File: src/hw/rtl/wspd_pkg.sv
// Shared types, constants and helper functions for the wheel speed to duty block.
// No dependencies; the top level and the checker import it.
package wspd_pkg;

    localparam int TABLE_ENTRIES_DEF = 8;

    localparam int S_TDATA_W = 96;
    localparam int M_TDATA_W = 40;
    localparam int CFG_INDEX_W = 3;
    localparam int CFG_DATA_W = 16;

    // Configuration register indexes.
    localparam logic [CFG_INDEX_W-1:0] REG_RPM_PER_SPEED = 3'd0;
    localparam logic [CFG_INDEX_W-1:0] REG_MIN_DUTY      = 3'd1;
    localparam logic [CFG_INDEX_W-1:0] REG_MAX_DUTY      = 3'd2;
    localparam logic [CFG_INDEX_W-1:0] REG_REFERENCE_MV  = 3'd3;
    localparam logic [CFG_INDEX_W-1:0] REG_BATTERY_COMP  = 3'd4;
    localparam logic [CFG_INDEX_W-1:0] REG_SLOPE_COMP    = 3'd5;

    localparam logic [15:0] RPM_PER_SPEED_RST = 16'd24448;
    localparam logic [15:0] MIN_DUTY_RST      = 16'd0;
    localparam logic [15:0] MAX_DUTY_RST      = 16'd65535;
    localparam logic [13:0] REFERENCE_MV_RST  = 14'd12000;

    // Item kinds carried on s_tuser.
    localparam logic CMD_LOAD    = 1'b0;
    localparam logic CMD_CONVERT = 1'b1;

    localparam logic [15:0] SPEED_ZERO_TH = 16'd41;   // 0.01 m/s in Q4.12
    localparam logic [15:0] RPM_STOP_TH   = 16'd160;  // 10 rpm in Q12.4
    localparam logic [13:0] VBAT_MIN_MV   = 14'd9000;
    localparam logic [13:0] VBAT_MAX_MV   = 14'd12600;
    localparam logic [9:0]  PITCH_LIMIT   = 10'd520;

    // 0.8 * pitch / 1000 in Q2.14 is pitch * 8192 / 625 = 13 * pitch + 67 * pitch / 625.
    localparam int SLOPE_ONE      = 16384;
    localparam int SLOPE_INT_MUL  = 13;
    localparam int SLOPE_FRAC_MUL = 67;
    localparam int SLOPE_RECIP    = 107375;   // ceil(2^26 / 625)
    localparam int SLOPE_RECIP_SH = 26;

    localparam int INTERP_DIV_STEPS = 16;
    localparam int BATT_DIV_STEPS   = 17;

    typedef enum logic [3:0] {
        ST_IDLE,
        ST_PREP0,
        ST_PREP1,
        ST_WHEEL,
        ST_SCAN,
        ST_DECIDE,
        ST_DIV,
        ST_DIV_END,
        ST_COMP,
        ST_SLOPE,
        ST_DONE
    } state_t;

    typedef enum logic {
        DIV_INTERP,
        DIV_BATT
    } div_use_t;

    // Saturate to the ceiling, and lift a nonzero duty to the floor.
    function automatic logic [15:0] clip_duty(input logic [16:0] d,
                                              input logic [15:0] lo,
                                              input logic [15:0] hi);
        logic [15:0] r;
        if (d > {1'b0, hi})
            r = hi;
        else if (d != 17'd0 && d < {1'b0, lo})
            r = lo;
        else
            r = d[15:0];
        return r;
    endfunction

endpackage

File: src/hw/rtl/wspd_ram.sv
// Generic single-port-write, single-port-read RAM with a registered read.
// Depends on nothing; used for the breakpoint table.
module wspd_ram #(
    parameter int WIDTH = 32,
    parameter int DEPTH = 8
) (
    input  logic                     clk,
    input  logic                     we,
    input  logic [$clog2(DEPTH)-1:0] waddr,
    input  logic [WIDTH-1:0]         wdata,
    input  logic                     re,
    input  logic [$clog2(DEPTH)-1:0] raddr,
    output logic [WIDTH-1:0]         rdata
);

    logic [WIDTH-1:0] mem [DEPTH];

    always_ff @(posedge clk)
    begin
        if (we)
        begin
            mem[waddr] <= wdata;
        end
        if (re)
        begin
            rdata <= mem[raddr];
        end
    end

endmodule

File: src/hw/rtl/wheel_speed_to_pwm_duty.sv
// Top level of the wheel speed to PWM duty converter.
// Uses wspd_pkg and one wspd_ram instance for the breakpoint table.

// A load beat (s_tuser = 0) writes one (rpm, duty) breakpoint into the table RAM and gives
// no result. A convert beat (s_tuser = 1) gives one result beat with a direction bit and a
// duty per wheel. The two wheels run one after the other through the same datapath: a table
// walk that streams all TABLE_ENTRIES entries out of the RAM at one per cycle, a 16-step
// serial divider for the interpolation and a 17-step pass of the same divider for battery
// compensation. A wheel may skip the interpolation, and the battery pass is left out when
// battery compensation is off. The input is not ready while a convert beat is in work; a
// finished result waits in the output register without blocking the next beat, whose own
// result is held back until the waiting one is taken.
module wheel_speed_to_pwm_duty
    import wspd_pkg::*;
#(
    parameter int TABLE_ENTRIES = TABLE_ENTRIES_DEF
) (
    input  logic                   clk,
    input  logic                   rst_n,
    input  logic                   s_tvalid,
    output logic                   s_tready,
    // entry_index[2:0], entry_rpm[18:3], entry_duty[34:19], speed_right[50:35],
    // speed_left[66:51], battery_mv[80:67], pitch_mrad[91:81], zeros above
    input  logic [S_TDATA_W-1:0]   s_tdata,
    // cmd: 0 load breakpoint, 1 convert
    input  logic                   s_tuser,
    output logic                   m_tvalid,
    input  logic                   m_tready,
    // reverse_right[0], reverse_left[1], duty_right[17:2], duty_left[33:18], zeros above
    output logic [M_TDATA_W-1:0]   m_tdata,
    input  logic                   cfg_valid,
    output logic                   cfg_ready,
    input  logic [CFG_INDEX_W-1:0] cfg_index,
    input  logic [CFG_DATA_W-1:0]  cfg_data
);

    localparam int AW = $clog2(TABLE_ENTRIES);
    localparam int CW = $clog2(TABLE_ENTRIES + 1);
    localparam logic [AW-1:0] LAST_IDX = AW'(TABLE_ENTRIES - 1);
    localparam logic [CW-1:0] SCAN_END = CW'(TABLE_ENTRIES);

    // Input fields.
    logic [2:0]         in_entry_index;
    logic [15:0]        in_entry_rpm;
    logic [15:0]        in_entry_duty;
    logic signed [15:0] in_speed_right;
    logic signed [15:0] in_speed_left;
    logic [13:0]        in_battery_mv;
    logic signed [10:0] in_pitch_mrad;

    assign in_entry_index = s_tdata[2:0];
    assign in_entry_rpm   = s_tdata[18:3];
    assign in_entry_duty  = s_tdata[34:19];
    assign in_speed_right = s_tdata[50:35];
    assign in_speed_left  = s_tdata[66:51];
    assign in_battery_mv  = s_tdata[80:67];
    assign in_pitch_mrad  = s_tdata[91:81];

    // Configuration.
    logic [15:0] rpm_per_speed_reg;
    logic [15:0] min_duty_reg;
    logic [15:0] max_duty_reg;
    logic [13:0] reference_mv_reg;
    logic        battery_comp_reg;
    logic        slope_comp_reg;

    state_t state_reg;
    state_t state_next;

    logic        in_accept;
    logic        load_we;
    logic        ram_re;
    logic [31:0] ram_rdata;

    // Item operands.
    logic [15:0] speed_right_reg;
    logic [15:0] speed_left_reg;
    logic [13:0] vbat_reg;
    logic        pitch_neg_reg;
    logic [9:0]  pitch_abs_reg;
    logic [15:0] slope_y_reg;
    logic [14:0] slope_f_reg;
    logic        wheel_sel_reg;

    // Per-wheel working state.
    logic [15:0] rpm_reg;
    logic        small_reg;
    logic [CW-1:0] scan_cnt_reg;
    logic        rd_vld_reg;
    logic [AW-1:0] rd_idx_reg;
    logic [15:0] prev_rpm_reg;
    logic [15:0] prev_duty_reg;
    logic        found_reg;
    logic        below1_reg;
    logic        atlast_reg;
    logic [15:0] seg_off_reg;
    logic [15:0] seg_span_reg;
    logic [15:0] seg_dd_reg;
    logic        seg_neg_reg;
    logic [15:0] seg_dlo_reg;
    logic [15:0] duty_reg;
    logic [15:0] duty_right_reg;

    // Serial divider.
    div_use_t    div_use_reg;
    logic [15:0] div_rem_reg;
    logic [31:0] div_low_reg;
    logic [16:0] div_q_reg;
    logic [4:0]  div_cnt_reg;
    logic [15:0] div_dsr_reg;

    // Output register.
    logic                 out_valid_reg;
    logic [M_TDATA_W-1:0] out_data_reg;

    // Combinational helpers.
    logic [15:0] wheel_speed;
    logic [15:0] wheel_mag;
    logic [31:0] rpm_prod;
    logic [31:0] interp_prod;
    logic [29:0] batt_prod;
    logic [30:0] slope_prod;
    logic [16:0] div_trial;
    logic        div_ge;
    logic [15:0] slope_duty;
    logic [15:0] final_duty;
    logic [33:0] recip_prod;
    logic [12:0] slope_mag;
    logic [15:0] cur_rpm;
    logic [15:0] cur_duty;
    logic [13:0] vbat_clamped;
    logic        pitch_neg;
    logic [10:0] pitch_abs;

    assign in_accept = s_tvalid && s_tready;
    assign load_we   = in_accept && (s_tuser == CMD_LOAD)
                       && (32'(in_entry_index) < TABLE_ENTRIES);
    assign cfg_ready = 1'b1;
    assign m_tvalid  = out_valid_reg;
    assign m_tdata   = out_data_reg;
    assign cur_rpm   = ram_rdata[15:0];
    assign cur_duty  = ram_rdata[31:16];

    wspd_ram #(
        .WIDTH (32),
        .DEPTH (TABLE_ENTRIES)
    ) u_table (
        .clk   (clk),
        .we    (load_we),
        .waddr (AW'(in_entry_index)),
        .wdata ({in_entry_duty, in_entry_rpm}),
        .re    (ram_re),
        .raddr (scan_cnt_reg[AW-1:0]),
        .rdata (ram_rdata)
    );

    always_comb
    begin
        vbat_clamped = in_battery_mv;
        if (in_battery_mv < VBAT_MIN_MV)
            vbat_clamped = VBAT_MIN_MV;
        else if (in_battery_mv > VBAT_MAX_MV)
            vbat_clamped = VBAT_MAX_MV;
        pitch_neg = in_pitch_mrad[10];
        pitch_abs = pitch_neg ? 11'(-in_pitch_mrad) : 11'(in_pitch_mrad);

        wheel_speed = wheel_sel_reg ? speed_left_reg : speed_right_reg;
        wheel_mag   = wheel_speed[15] ? 16'(-wheel_speed) : wheel_speed;
        rpm_prod    = 32'(wheel_mag) * 32'(rpm_per_speed_reg);
        interp_prod = 32'(seg_off_reg) * 32'(seg_dd_reg);
        batt_prod   = 30'(duty_reg) * 30'(reference_mv_reg);
        slope_prod  = 31'(duty_reg) * 31'(slope_f_reg);
        recip_prod  = 34'(slope_y_reg) * 34'(SLOPE_RECIP);
        slope_mag   = 13'(32'(pitch_abs_reg) * SLOPE_INT_MUL)
                      + 13'(recip_prod >> SLOPE_RECIP_SH);

        div_trial = {div_rem_reg, div_low_reg[31]};
        div_ge    = div_trial >= {1'b0, div_dsr_reg};

        slope_duty = slope_comp_reg ? clip_duty(17'(slope_prod >> 14), min_duty_reg,
                                                max_duty_reg)
                                    : duty_reg;
        final_duty = clip_duty({1'b0, slope_duty}, min_duty_reg, max_duty_reg);
    end

    // Next state.
    always_comb
    begin
        state_next = state_reg;
        case (state_reg)
            ST_IDLE:
            begin
                if (s_tvalid && s_tuser == CMD_CONVERT)
                    state_next = ST_PREP0;
            end
            ST_PREP0:   state_next = ST_PREP1;
            ST_PREP1:   state_next = ST_WHEEL;
            ST_WHEEL:   state_next = ST_SCAN;
            ST_SCAN:
            begin
                if (rd_vld_reg && rd_idx_reg == LAST_IDX)
                    state_next = ST_DECIDE;
            end
            ST_DECIDE:
            begin
                if (small_reg || below1_reg || atlast_reg || !found_reg)
                    state_next = ST_COMP;
                else
                    state_next = ST_DIV;
            end
            ST_DIV:
            begin
                if (div_cnt_reg == 5'd1)
                    state_next = ST_DIV_END;
            end
            ST_DIV_END:
            begin
                if (div_use_reg == DIV_INTERP)
                    state_next = ST_COMP;
                else
                    state_next = ST_SLOPE;
            end
            ST_COMP:
            begin
                if (battery_comp_reg)
                    state_next = ST_DIV;
                else
                    state_next = ST_SLOPE;
            end
            ST_SLOPE:
            begin
                if (wheel_sel_reg)
                    state_next = ST_DONE;
                else
                    state_next = ST_WHEEL;
            end
            ST_DONE:
            begin
                if (!out_valid_reg || m_tready)
                    state_next = ST_IDLE;
            end
            default:    state_next = ST_IDLE;
        endcase
    end

    // State-driven outputs.
    always_comb
    begin
        s_tready = (state_reg == ST_IDLE);
        ram_re   = (state_reg == ST_SCAN) && (scan_cnt_reg < SCAN_END);
    end

    // Control registers.
    always_ff @(posedge clk or negedge rst_n)
    begin
        if (!rst_n)
        begin
            state_reg         <= ST_IDLE;
            rpm_per_speed_reg <= RPM_PER_SPEED_RST;
            min_duty_reg      <= MIN_DUTY_RST;
            max_duty_reg      <= MAX_DUTY_RST;
            reference_mv_reg  <= REFERENCE_MV_RST;
            battery_comp_reg  <= 1'b0;
            slope_comp_reg    <= 1'b0;
            wheel_sel_reg     <= 1'b0;
            rd_vld_reg        <= 1'b0;
            out_valid_reg     <= 1'b0;
        end
        else
        begin
            state_reg  <= state_next;
            rd_vld_reg <= ram_re;

            if (cfg_valid && cfg_ready)
            begin
                case (cfg_index)
                    REG_RPM_PER_SPEED: rpm_per_speed_reg <= cfg_data;
                    REG_MIN_DUTY:      min_duty_reg      <= cfg_data;
                    REG_MAX_DUTY:      max_duty_reg      <= cfg_data;
                    REG_REFERENCE_MV:  reference_mv_reg  <= cfg_data[13:0];
                    REG_BATTERY_COMP:  battery_comp_reg  <= cfg_data[0];
                    REG_SLOPE_COMP:    slope_comp_reg    <= cfg_data[0];
                    default:           ;
                endcase
            end

            if (state_reg == ST_PREP0)
                wheel_sel_reg <= 1'b0;
            else if (state_reg == ST_SLOPE)
                wheel_sel_reg <= !wheel_sel_reg;

            if (state_reg == ST_DONE && (!out_valid_reg || m_tready))
                out_valid_reg <= 1'b1;
            else if (m_tready)
                out_valid_reg <= 1'b0;
        end
    end

    // Datapath registers.
    always_ff @(posedge clk)
    begin
        case (state_reg)
            ST_IDLE:
            begin
                if (in_accept && s_tuser == CMD_CONVERT)
                begin
                    speed_right_reg <= in_speed_right;
                    speed_left_reg  <= in_speed_left;
                    vbat_reg        <= vbat_clamped;
                    pitch_neg_reg   <= pitch_neg;
                    pitch_abs_reg   <= (pitch_abs > 11'(PITCH_LIMIT)) ? PITCH_LIMIT
                                                                      : pitch_abs[9:0];
                end
            end
            ST_PREP0:
            begin
                slope_y_reg <= 16'(32'(pitch_abs_reg) * SLOPE_FRAC_MUL);
            end
            ST_PREP1:
            begin
                slope_f_reg <= pitch_neg_reg ? 15'(SLOPE_ONE - 32'(slope_mag))
                                             : 15'(SLOPE_ONE + 32'(slope_mag));
            end
            ST_WHEEL:
            begin
                rpm_reg      <= rpm_prod[31:16];
                small_reg    <= wheel_mag < SPEED_ZERO_TH;
                scan_cnt_reg <= '0;
                found_reg    <= 1'b0;
            end
            ST_SCAN:
            begin
                if (ram_re)
                    scan_cnt_reg <= scan_cnt_reg + CW'(1);
                rd_idx_reg <= scan_cnt_reg[AW-1:0];
                if (rd_vld_reg)
                begin
                    // The first segment that holds rpm wins.
                    if (rd_idx_reg != '0 && !found_reg && rpm_reg >= prev_rpm_reg
                        && rpm_reg < cur_rpm)
                    begin
                        found_reg    <= 1'b1;
                        seg_off_reg  <= rpm_reg - prev_rpm_reg;
                        seg_span_reg <= cur_rpm - prev_rpm_reg;
                        seg_neg_reg  <= cur_duty < prev_duty_reg;
                        seg_dd_reg   <= (cur_duty < prev_duty_reg) ? prev_duty_reg - cur_duty
                                                                   : cur_duty - prev_duty_reg;
                        seg_dlo_reg  <= prev_duty_reg;
                    end
                    if (rd_idx_reg == AW'(1))
                        below1_reg <= rpm_reg < cur_rpm;
                    if (rd_idx_reg == LAST_IDX)
                        atlast_reg <= rpm_reg >= cur_rpm;
                    prev_rpm_reg  <= cur_rpm;
                    prev_duty_reg <= cur_duty;
                end
            end
            ST_DECIDE:
            begin
                if (small_reg)
                    duty_reg <= '0;
                else if (below1_reg)
                    duty_reg <= (rpm_reg < RPM_STOP_TH) ? 16'd0 : min_duty_reg;
                else if (atlast_reg)
                    duty_reg <= max_duty_reg;
                else if (!found_reg)
                    duty_reg <= min_duty_reg;
                else
                begin
                    // The quotient is below 2^16, so the top half starts as the remainder.
                    div_use_reg <= DIV_INTERP;
                    div_rem_reg <= interp_prod[31:16];
                    div_low_reg <= {interp_prod[15:0], 16'd0};
                    div_q_reg   <= '0;
                    div_cnt_reg <= 5'(INTERP_DIV_STEPS);
                    div_dsr_reg <= seg_span_reg;
                end
            end
            ST_DIV:
            begin
                div_rem_reg <= div_ge ? 16'(div_trial - {1'b0, div_dsr_reg})
                                      : div_trial[15:0];
                div_low_reg <= {div_low_reg[30:0], 1'b0};
                div_q_reg   <= {div_q_reg[15:0], div_ge};
                div_cnt_reg <= div_cnt_reg - 5'd1;
            end
            ST_DIV_END:
            begin
                if (div_use_reg == DIV_INTERP)
                    duty_reg <= seg_neg_reg ? seg_dlo_reg - div_q_reg[15:0]
                                            : seg_dlo_reg + div_q_reg[15:0];
                else
                    duty_reg <= clip_duty(div_q_reg, min_duty_reg, max_duty_reg);
            end
            ST_COMP:
            begin
                if (battery_comp_reg)
                begin
                    // The battery voltage is at least 9000, so the top 13 bits start below it.
                    div_use_reg <= DIV_BATT;
                    div_rem_reg <= 16'(batt_prod[29:17]);
                    div_low_reg <= {batt_prod[16:0], 15'd0};
                    div_q_reg   <= '0;
                    div_cnt_reg <= 5'(BATT_DIV_STEPS);
                    div_dsr_reg <= 16'(vbat_reg);
                end
            end
            ST_SLOPE:
            begin
                if (!wheel_sel_reg)
                    duty_right_reg <= final_duty;
                else
                    duty_reg <= final_duty;
            end
            ST_DONE:
            begin
                if (!out_valid_reg || m_tready)
                    out_data_reg <= M_TDATA_W'({duty_reg, duty_right_reg,
                                                speed_left_reg[15], speed_right_reg[15]});
            end
            default:
            begin
            end
        endcase
    end

endmodule

File: config.mk
export PLATFORM = sky130hd
export DESIGN_NAME = wheel_speed_to_pwm_duty
export DESIGN_NICKNAME = d
export VERILOG_FILES = /design/src/hw/rtl/wspd_pkg.sv /design/src/hw/rtl/wspd_ram.sv /design/src/hw/rtl/wheel_speed_to_pwm_duty.sv
export SDC_FILE = /design/constraint.sdc
export NUM_CORES = 2
export LEC_CHECK = 0
export BUFFER_PORTS_ARGS = -buffer_cell sky130_fd_sc_hd__buf_4
export CORE_ASPECT_RATIO = 1.75
export CORE_MARGIN = 1.5
export CORE_UTILIZATION = 60
export CTS_BUF_LIST = sky130_fd_sc_hd__clkbuf_8
export DETAILED_ROUTE_END_ITERATION = 7
export PLACE_DENSITY = 0.77
export SLEW_MARGIN = 20
export SYNTH_ARGS = -nofsm -noshare
export SYNTH_HDL_FRONTEND = slang
export SYNTH_SLANG_ARGS = --single-unit
File: constraint.sdc
create_clock -name clk -period 22.2 [get_ports clk]
set_input_delay 5.55 -clock clk [delete_from_list [all_inputs] [get_ports clk]]
set_output_delay 5.55 -clock clk [all_outputs]
set_load 0.05 [all_outputs]
# ---- Word-level counts from Yosys, hierarchy flattened
# Memory sizes are Yosys's and may differ from the RTL's. A register that Yosys moved wholly into a read port is not among the register bits.
# Cells that the tools add are included.
dict set report word_totals {
  register_bits 436
  latchBits 0
  ram_bits 256
  romBits 0
  in_bits 121
  elab_cells 245
  n_memories 1
}
dict set report op_classes {
  add_sub_neg 14
  mul 7
  div_mod_pow 0
  magnitude_cmp 17
  eq_ne 32
  shift 0
  muxes 79
  n_bitwise 2
  reduce_logical 52
}
# memory depth width read_ports rd_ports_with_merged_regs wr line_no
set mem_list {}
lappend mem_list {u_table.mem 8 32 1 1 1 wspd_ram.sv:16} ;# logic [WIDTH-1:0] mem [DEPTH];
# operator n
set op_table {}
lappend op_table {{16-bit 2-to-1 mux} 29}
lappend op_table {{32-bit 2-to-1 mux} 5}
lappend op_table {{16-bit case mux with 3 select lines} 2}
lappend op_table {{32-bit case mux with 3 select lines} 1}
lappend op_table {{16-bit subtractor} 6}
lappend op_table {{17-bit 2-to-1 mux} 5}
lappend op_table {{16-bit by 16-bit multiplier with 32-bit output} 2}
lappend op_table {{17-bit case mux with 3 select lines} 1}
lappend op_table {{16-bit less-than comparator} 3}
lappend op_table {{4-bit case mux with 11 select lines} 1}
lappend op_table {{17-bit by 16-bit > comparator with 1-bit output} 2}
lappend op_table {{17-bit by 16-bit less-than comparator with 1-bit output} 2}
lappend op_table {{17-bit nonzero test} 2}
lappend op_table {{16-bit by 17-bit multiplier with 33-bit output, second input constant} 1}
lappend op_table {{16-bit greater-or-equal comparator} 2}
lappend op_table {{4-bit 2-to-1 mux} 8}
lappend op_table {{16-bit case mux with 2 select lines} 1}
lappend op_table {{16-bit by 15-bit multiplier with 31-bit output} 1}
lappend op_table {{16-bit by 14-bit multiplier with 30-bit output} 1}
lappend op_table {{5-bit 2-to-1 mux} 5}
lappend op_table {{2-bit AND reduction} 11}
lappend op_table {{2-bit != test, second input constant} 10}
lappend op_table {{17-bit by 16-bit greater-or-equal comparator with 1-bit output} 1}
lappend op_table {{16-bit adder} 1}
lappend op_table {{other kinds (46)} 100}

# ---- Longest topological paths before layout
dict set report logic_depth {
  depth_word 12
  ltp_mapped 52
  depth_no_buf 47
}

# ---- Hierarchy
# From an unflattened synthesis, not the netlist that was laid out.
dict set report hier_totals {
  cells_unflattened 6868
  area_unflattened_um2 72793.6
}
# module n_inst cells_per_inst area_each_um2 seq_area_each_um2
set modules_own_cells {}
lappend modules_own_cells {wheel_speed_to_pwm_duty 1 6453 62007.0 12324.3}
lappend modules_own_cells {wspd_ram 1 415 10786.6 8648.3}

# ---- Least setup slack after synthesis
# No wires, ideal clock.
dict set report synth_timing {
  kind {register to register}
  from {register duty_reg[10]}
  to {register duty_reg[14] (data pin)}
  setup_time_ns 0.271
  arrival_time_ns 10.308
  required_time_ns 21.929
  path_slack_ns 11.622
  stages_incl_launch_ff 48
  n_path_buf 4
  synth_period_minus_slack_ns 10.578
  cell_sequence {edfxtp_1 -> clkbuf_1 -> and2_1 -> fa_1 -> inv_1 -> fa_1 -> inv_1 -> fa_1 -> inv_1 -> fa_1 -> inv_1 -> fa_1 -> fa_1 -> ha_1 -> inv_1 -> o221ai_1 -> a21oi_1 -> a21oi_1 -> [... 12 more ...] -> and2_1 -> ha_1 -> nor2b_1 -> o21a_1 -> o21a_1 -> o21a_1 -> o21a_1 -> o21a_1 -> o21a_1 -> o21ai_0 -> nand2_1 -> a21oi_1 -> o21ai_0 -> clkbuf_1 -> and2_1 -> buf_1 -> a221oi_1 -> o211ai_2}
}
dict set report synth_between {
  elab_chain_cells 12
  word_cells_on_any_way 16
  cone_classes {mul (1); order compare (4); mux (7); reduce/logical (4)}
}
# element line_no
set synth_lines {}
lappend synth_lines {{from (decl)} wheel_speed_to_pwm_duty.sv:101} ;# logic [15:0] duty_reg;
lappend synth_lines {{from (signal assigned)} wheel_speed_to_pwm_duty.sv:363} ;# duty_reg <= (rpm_reg < RPM_STOP_TH) ? 16'd0 : min_duty_reg;
lappend synth_lines {{from (signal assigned)} wheel_speed_to_pwm_duty.sv:365} ;# duty_reg <= max_duty_reg;
lappend synth_lines {{from (signal assigned)} wheel_speed_to_pwm_duty.sv:367} ;# duty_reg <= min_duty_reg;
lappend synth_lines {{16-bit by 15-bit multiplier with 31-bit output} wheel_speed_to_pwm_duty.sv:172} ;# slope_prod = 31'(duty_reg) * 31'(slope_f_reg);
lappend synth_lines {{17-bit by 16-bit less-than comparator with 1-bit output / 17-bit nonzero test (equally long branches)} wspd_pkg.sv:71} ;# else if (d != 17'd0 && d < {1'b0, lo})
lappend synth_lines {{1-bit logical AND} wspd_pkg.sv:71}
lappend synth_lines {{16-bit 2-to-1 mux} wspd_pkg.sv:71}
lappend synth_lines {{16-bit 2-to-1 mux} wspd_pkg.sv:69} ;# if (d > {1'b0, hi})
lappend synth_lines {{16-bit 2-to-1 mux *} wheel_speed_to_pwm_duty.sv:180} ;# slope_duty = slope_comp_reg ? clip_duty(17'(slope_prod >> 14), min_duty_reg,
lappend synth_lines {{16-bit less-than comparator / 16-bit nonzero test (equally long branches)} wspd_pkg.sv:71}
lappend synth_lines {{1-bit logical AND} wspd_pkg.sv:71}
lappend synth_lines {{16-bit 2-to-1 mux} wspd_pkg.sv:71}
lappend synth_lines {{16-bit 2-to-1 mux *} wspd_pkg.sv:69}
lappend synth_lines {{16-bit 2-to-1 mux *} wheel_speed_to_pwm_duty.sv:410} ;# if (!wheel_sel_reg)
lappend synth_lines {{16-bit case mux with 3 select lines *} wheel_speed_to_pwm_duty.sv:302} ;# case (state_reg)
# Every way passes the cells marked *; elsewhere a longest branch is shown, timed or not. The select of a mux whose other input is x is not followed.
# A chain may end at the register's enable or synchronous reset.

# ---- Worst setup path in the final report
dict set report layout_timing {
  from {register duty_reg[7]}
  to {register duty_reg[3] (data pin)}
}
# Same word-level chain as after synthesis.

==> out/results.tsv <==
metric	value	unit
status	complete, no violations	
clk_path_buf_depth	3	
cts_tree	built	
synth_area_leaders	edfxtp_1, fa_1, ha_1	
drtAntennaViolNets	0	
postCtsSetupBuffers	0	
ys_warn_count	0	
yosysTopAreaCell	edfxtp_1	
cts_buffers	104	
crit_family	compound AO/OA/AOI/OAI gates	
ys_ff_latch	709	
nets	8881	
cts.sinks	709	
regMostFlops	u_table.mem	
cts_resized	0	
start_util	0.6048	
synth-edff-count	638	
worstPathMaxFanout	31	
synth_cell_types	99	
rsz0062_at_grt	false	
fp-row-count	169	
largest_reg_flops	256	
grt_start_max_net_pins	68	
antenna_found_initial	15	
slew_violations	0	
vias	52050	
drtIter0Drc	3242	
die_y	465.7	um
place_inst	8631	
crit_buf_inv	7	
tightest_slew	1.088	ns
crit_path_end_kind	register	
final_cells	8826	
layout_min_cycle_time	12.80	ns
hpwl	151.3	mm
clkLatencyLatePin	0.84	ns
drc	0	
fin_skew	0.07713	ns
hold_buffers	0	
grt_pass1_wl	304.1	mm
utilization	0.6470	
ys.flop_type	edfxtp_1	
port_buffers	152	
fmax	0.07814	GHz
syn_area_per_cell	10.45	um^2
vias_per_cell	5.897	
htree_levels	3	
cap_violations	0	
synth_top_area_share	0.2610	
crit_path_frequent_cell	a21oi_1	
setup_viol	0	
drive_gt1_frac	0.08631	
grt_use_total	0.3205	
synthCells	7025	
worst_path_max_delay_cell	edfxtp_1	
grt_overflow_total	0	
grt_pass1_vias	56210	
period_share	0.5764	
ys_seq_area_frac	0.2857	
arrival	13.48	ns
clk_pin_slew	0.06	ns
tns	0	ns
relSlewSlack	0.2736	
routed_wl	193.8	mm
detail_route.wl_per_cell	21.96	um
die-area	124500	um^2
critPathLaunchType	register	
core_area	121400	um^2
die_w	267.4	um
slowest_delay	0.89	ns
first_pass_iters	8	
area_delta_synth_final	6.977	%
hp-class	register to register	
fillers	9559	
async_reset_ff_frac	0.1001	
worstPathRequired	22.89	ns
netlist_area	73400	um^2
fin_hold_ws	0.4157	ns
path_class	register to register	
root_buffer	clkbuf_8	
gp_congestion	1.030	
finalHoldViolCount	0	
top_level_ports	164	
[final timing paths]
path	depth (start not counted)	startpoint	slack (ns)	end
worst max-delay path	44	duty_reg[7]$_DFFE_PP_	9.40	duty_reg[3]$_DFFE_PP_
worst min-delay path	0	duty_right_reg[8]$_DFFE_PP_	0.42	m_tdata[10]$_DFFE_PP_
worst max register to register	44	duty_reg[7]$_DFFE_PP_	9.40	duty_reg[3]$_DFFE_PP_
worst min register to register	0	duty_right_reg[8]$_DFFE_PP_	0.42	m_tdata[10]$_DFFE_PP_
max in group asynchronous	2	rst_n	16.31	rpm_per_speed_reg[1]$_DFFE_PN0P_
min in group asynchronous	1	rst_n	4.61	m_tvalid$_DFFE_PN0P_
[kinds of logic after synthesis]
logic type / count (synthesis) / share of synthesized area
and+or+nand+nor: 1892 / 0.1242
adders and majority gates: 1647 / 0.3682
buffers and inverters: 1450 / 0.07514
AOI/OAI and AO/OA: 907 / 0.08083
DFF: 709 / 0.2857
muxes: 223 / 0.04256
xor gates and xnor gates: 195 / 0.02327
other: 2 / 0.0001023
[area by class of cell]
class / instances / area (um^2) / share of cell area
Antenna cell: 7 / 17.52 / 0.0002231
Clock buffer: 106 / 1459 / 0.01858
Clock inverter: 82 / 705.7 / 0.008987
Inverter: 1189 / 4463 / 0.05684
Multi-Input combinational cell: 4872 / 47100 / 0.5998
Sequential cell: 709 / 20970 / 0.2671
Tap cell: 1624 / 2032 / 0.02588
Timing Repair Buffer: 237 / 1779 / 0.02266
[worst register-to-register path, delay by kind of cell (launching register included)]
kind,cells,cell delay (ns)
flops,1,0.89
fa+ha+maj,9,3.60
buf+inv,7,1.03
compound gates,17,4.00
mux,1,0.22
simple gates,10,2.91
[stage by stage]
stage	cell area (um^2)	worst slack (ns)
floorplan	73430	11.62
global placement	76330	9.717
detailed placement	76340	9.621
CTS	78500	9.633
global route	78510	8.920
finish	78520	9.403
[routing by layer]
layer / part of all wire / global-route usage
met5: 0.00038 / 0
met4: 0.067 / 0.1999
met3: 0.063 / 0.04727
met2: 0.52 / 0.5749
met1: 0.35 / 0.3541
[synth_stat cells, types with 27 or more instances]
master and n:
a21oi_1 228, a21boi_0 27, o21a_1 49, nand3_1 49
or3_1 31, xnor2_1 128, o21ai_0 197, dfrtp_1 41
o211ai_1 29, clkbuf_1 224, mux4_2 64, ha_1 792
xor2_1 67, o21bai_1 35, inv_1 1189, fa_1 855
and3_1 36, nor2b_1 53, nand4_1 42, dfstp_2 30
nor2_1 246, nor3_1 68, mux2i_1 86, a21o_1 97
nand2_1 822, edfxtp_1 638, mux2_2 73, nand2b_1 39
and2_1 444
[cell usage in the layout (no fill, tap or decap), types with 41 or more instances in the layout]
| cell | instances |
|---|---|
| fa_1 | 855 |
| nand3_1 | 49 |
| edfxtp_1 | 638 |
| xnor2_1 | 128 |
| nor2b_1 | 53 |
| a21oi_1 | 226 |
| and2_1 | 444 |
| ha_1 | 792 |
| o21a_1 | 49 |
| nand2_1 | 822 |
| mux2_2 | 73 |
| clkbuf_8 | 106 |
| a21o_1 | 97 |
| mux4_2 | 64 |
| dfrtp_1 | 41 |
| nor2_1 | 235 |
| o21ai_0 | 196 |
| nand4_1 | 42 |
| mux2i_1 | 86 |
| inv_1 | 1211 |
| nor3_1 | 62 |
| buf_4 | 237 |
| xor2_1 | 66 |
Power is left out: the tool's default activity adds up to more than one toggle a clock period on the data nets, which glitch-free logic cannot reach.
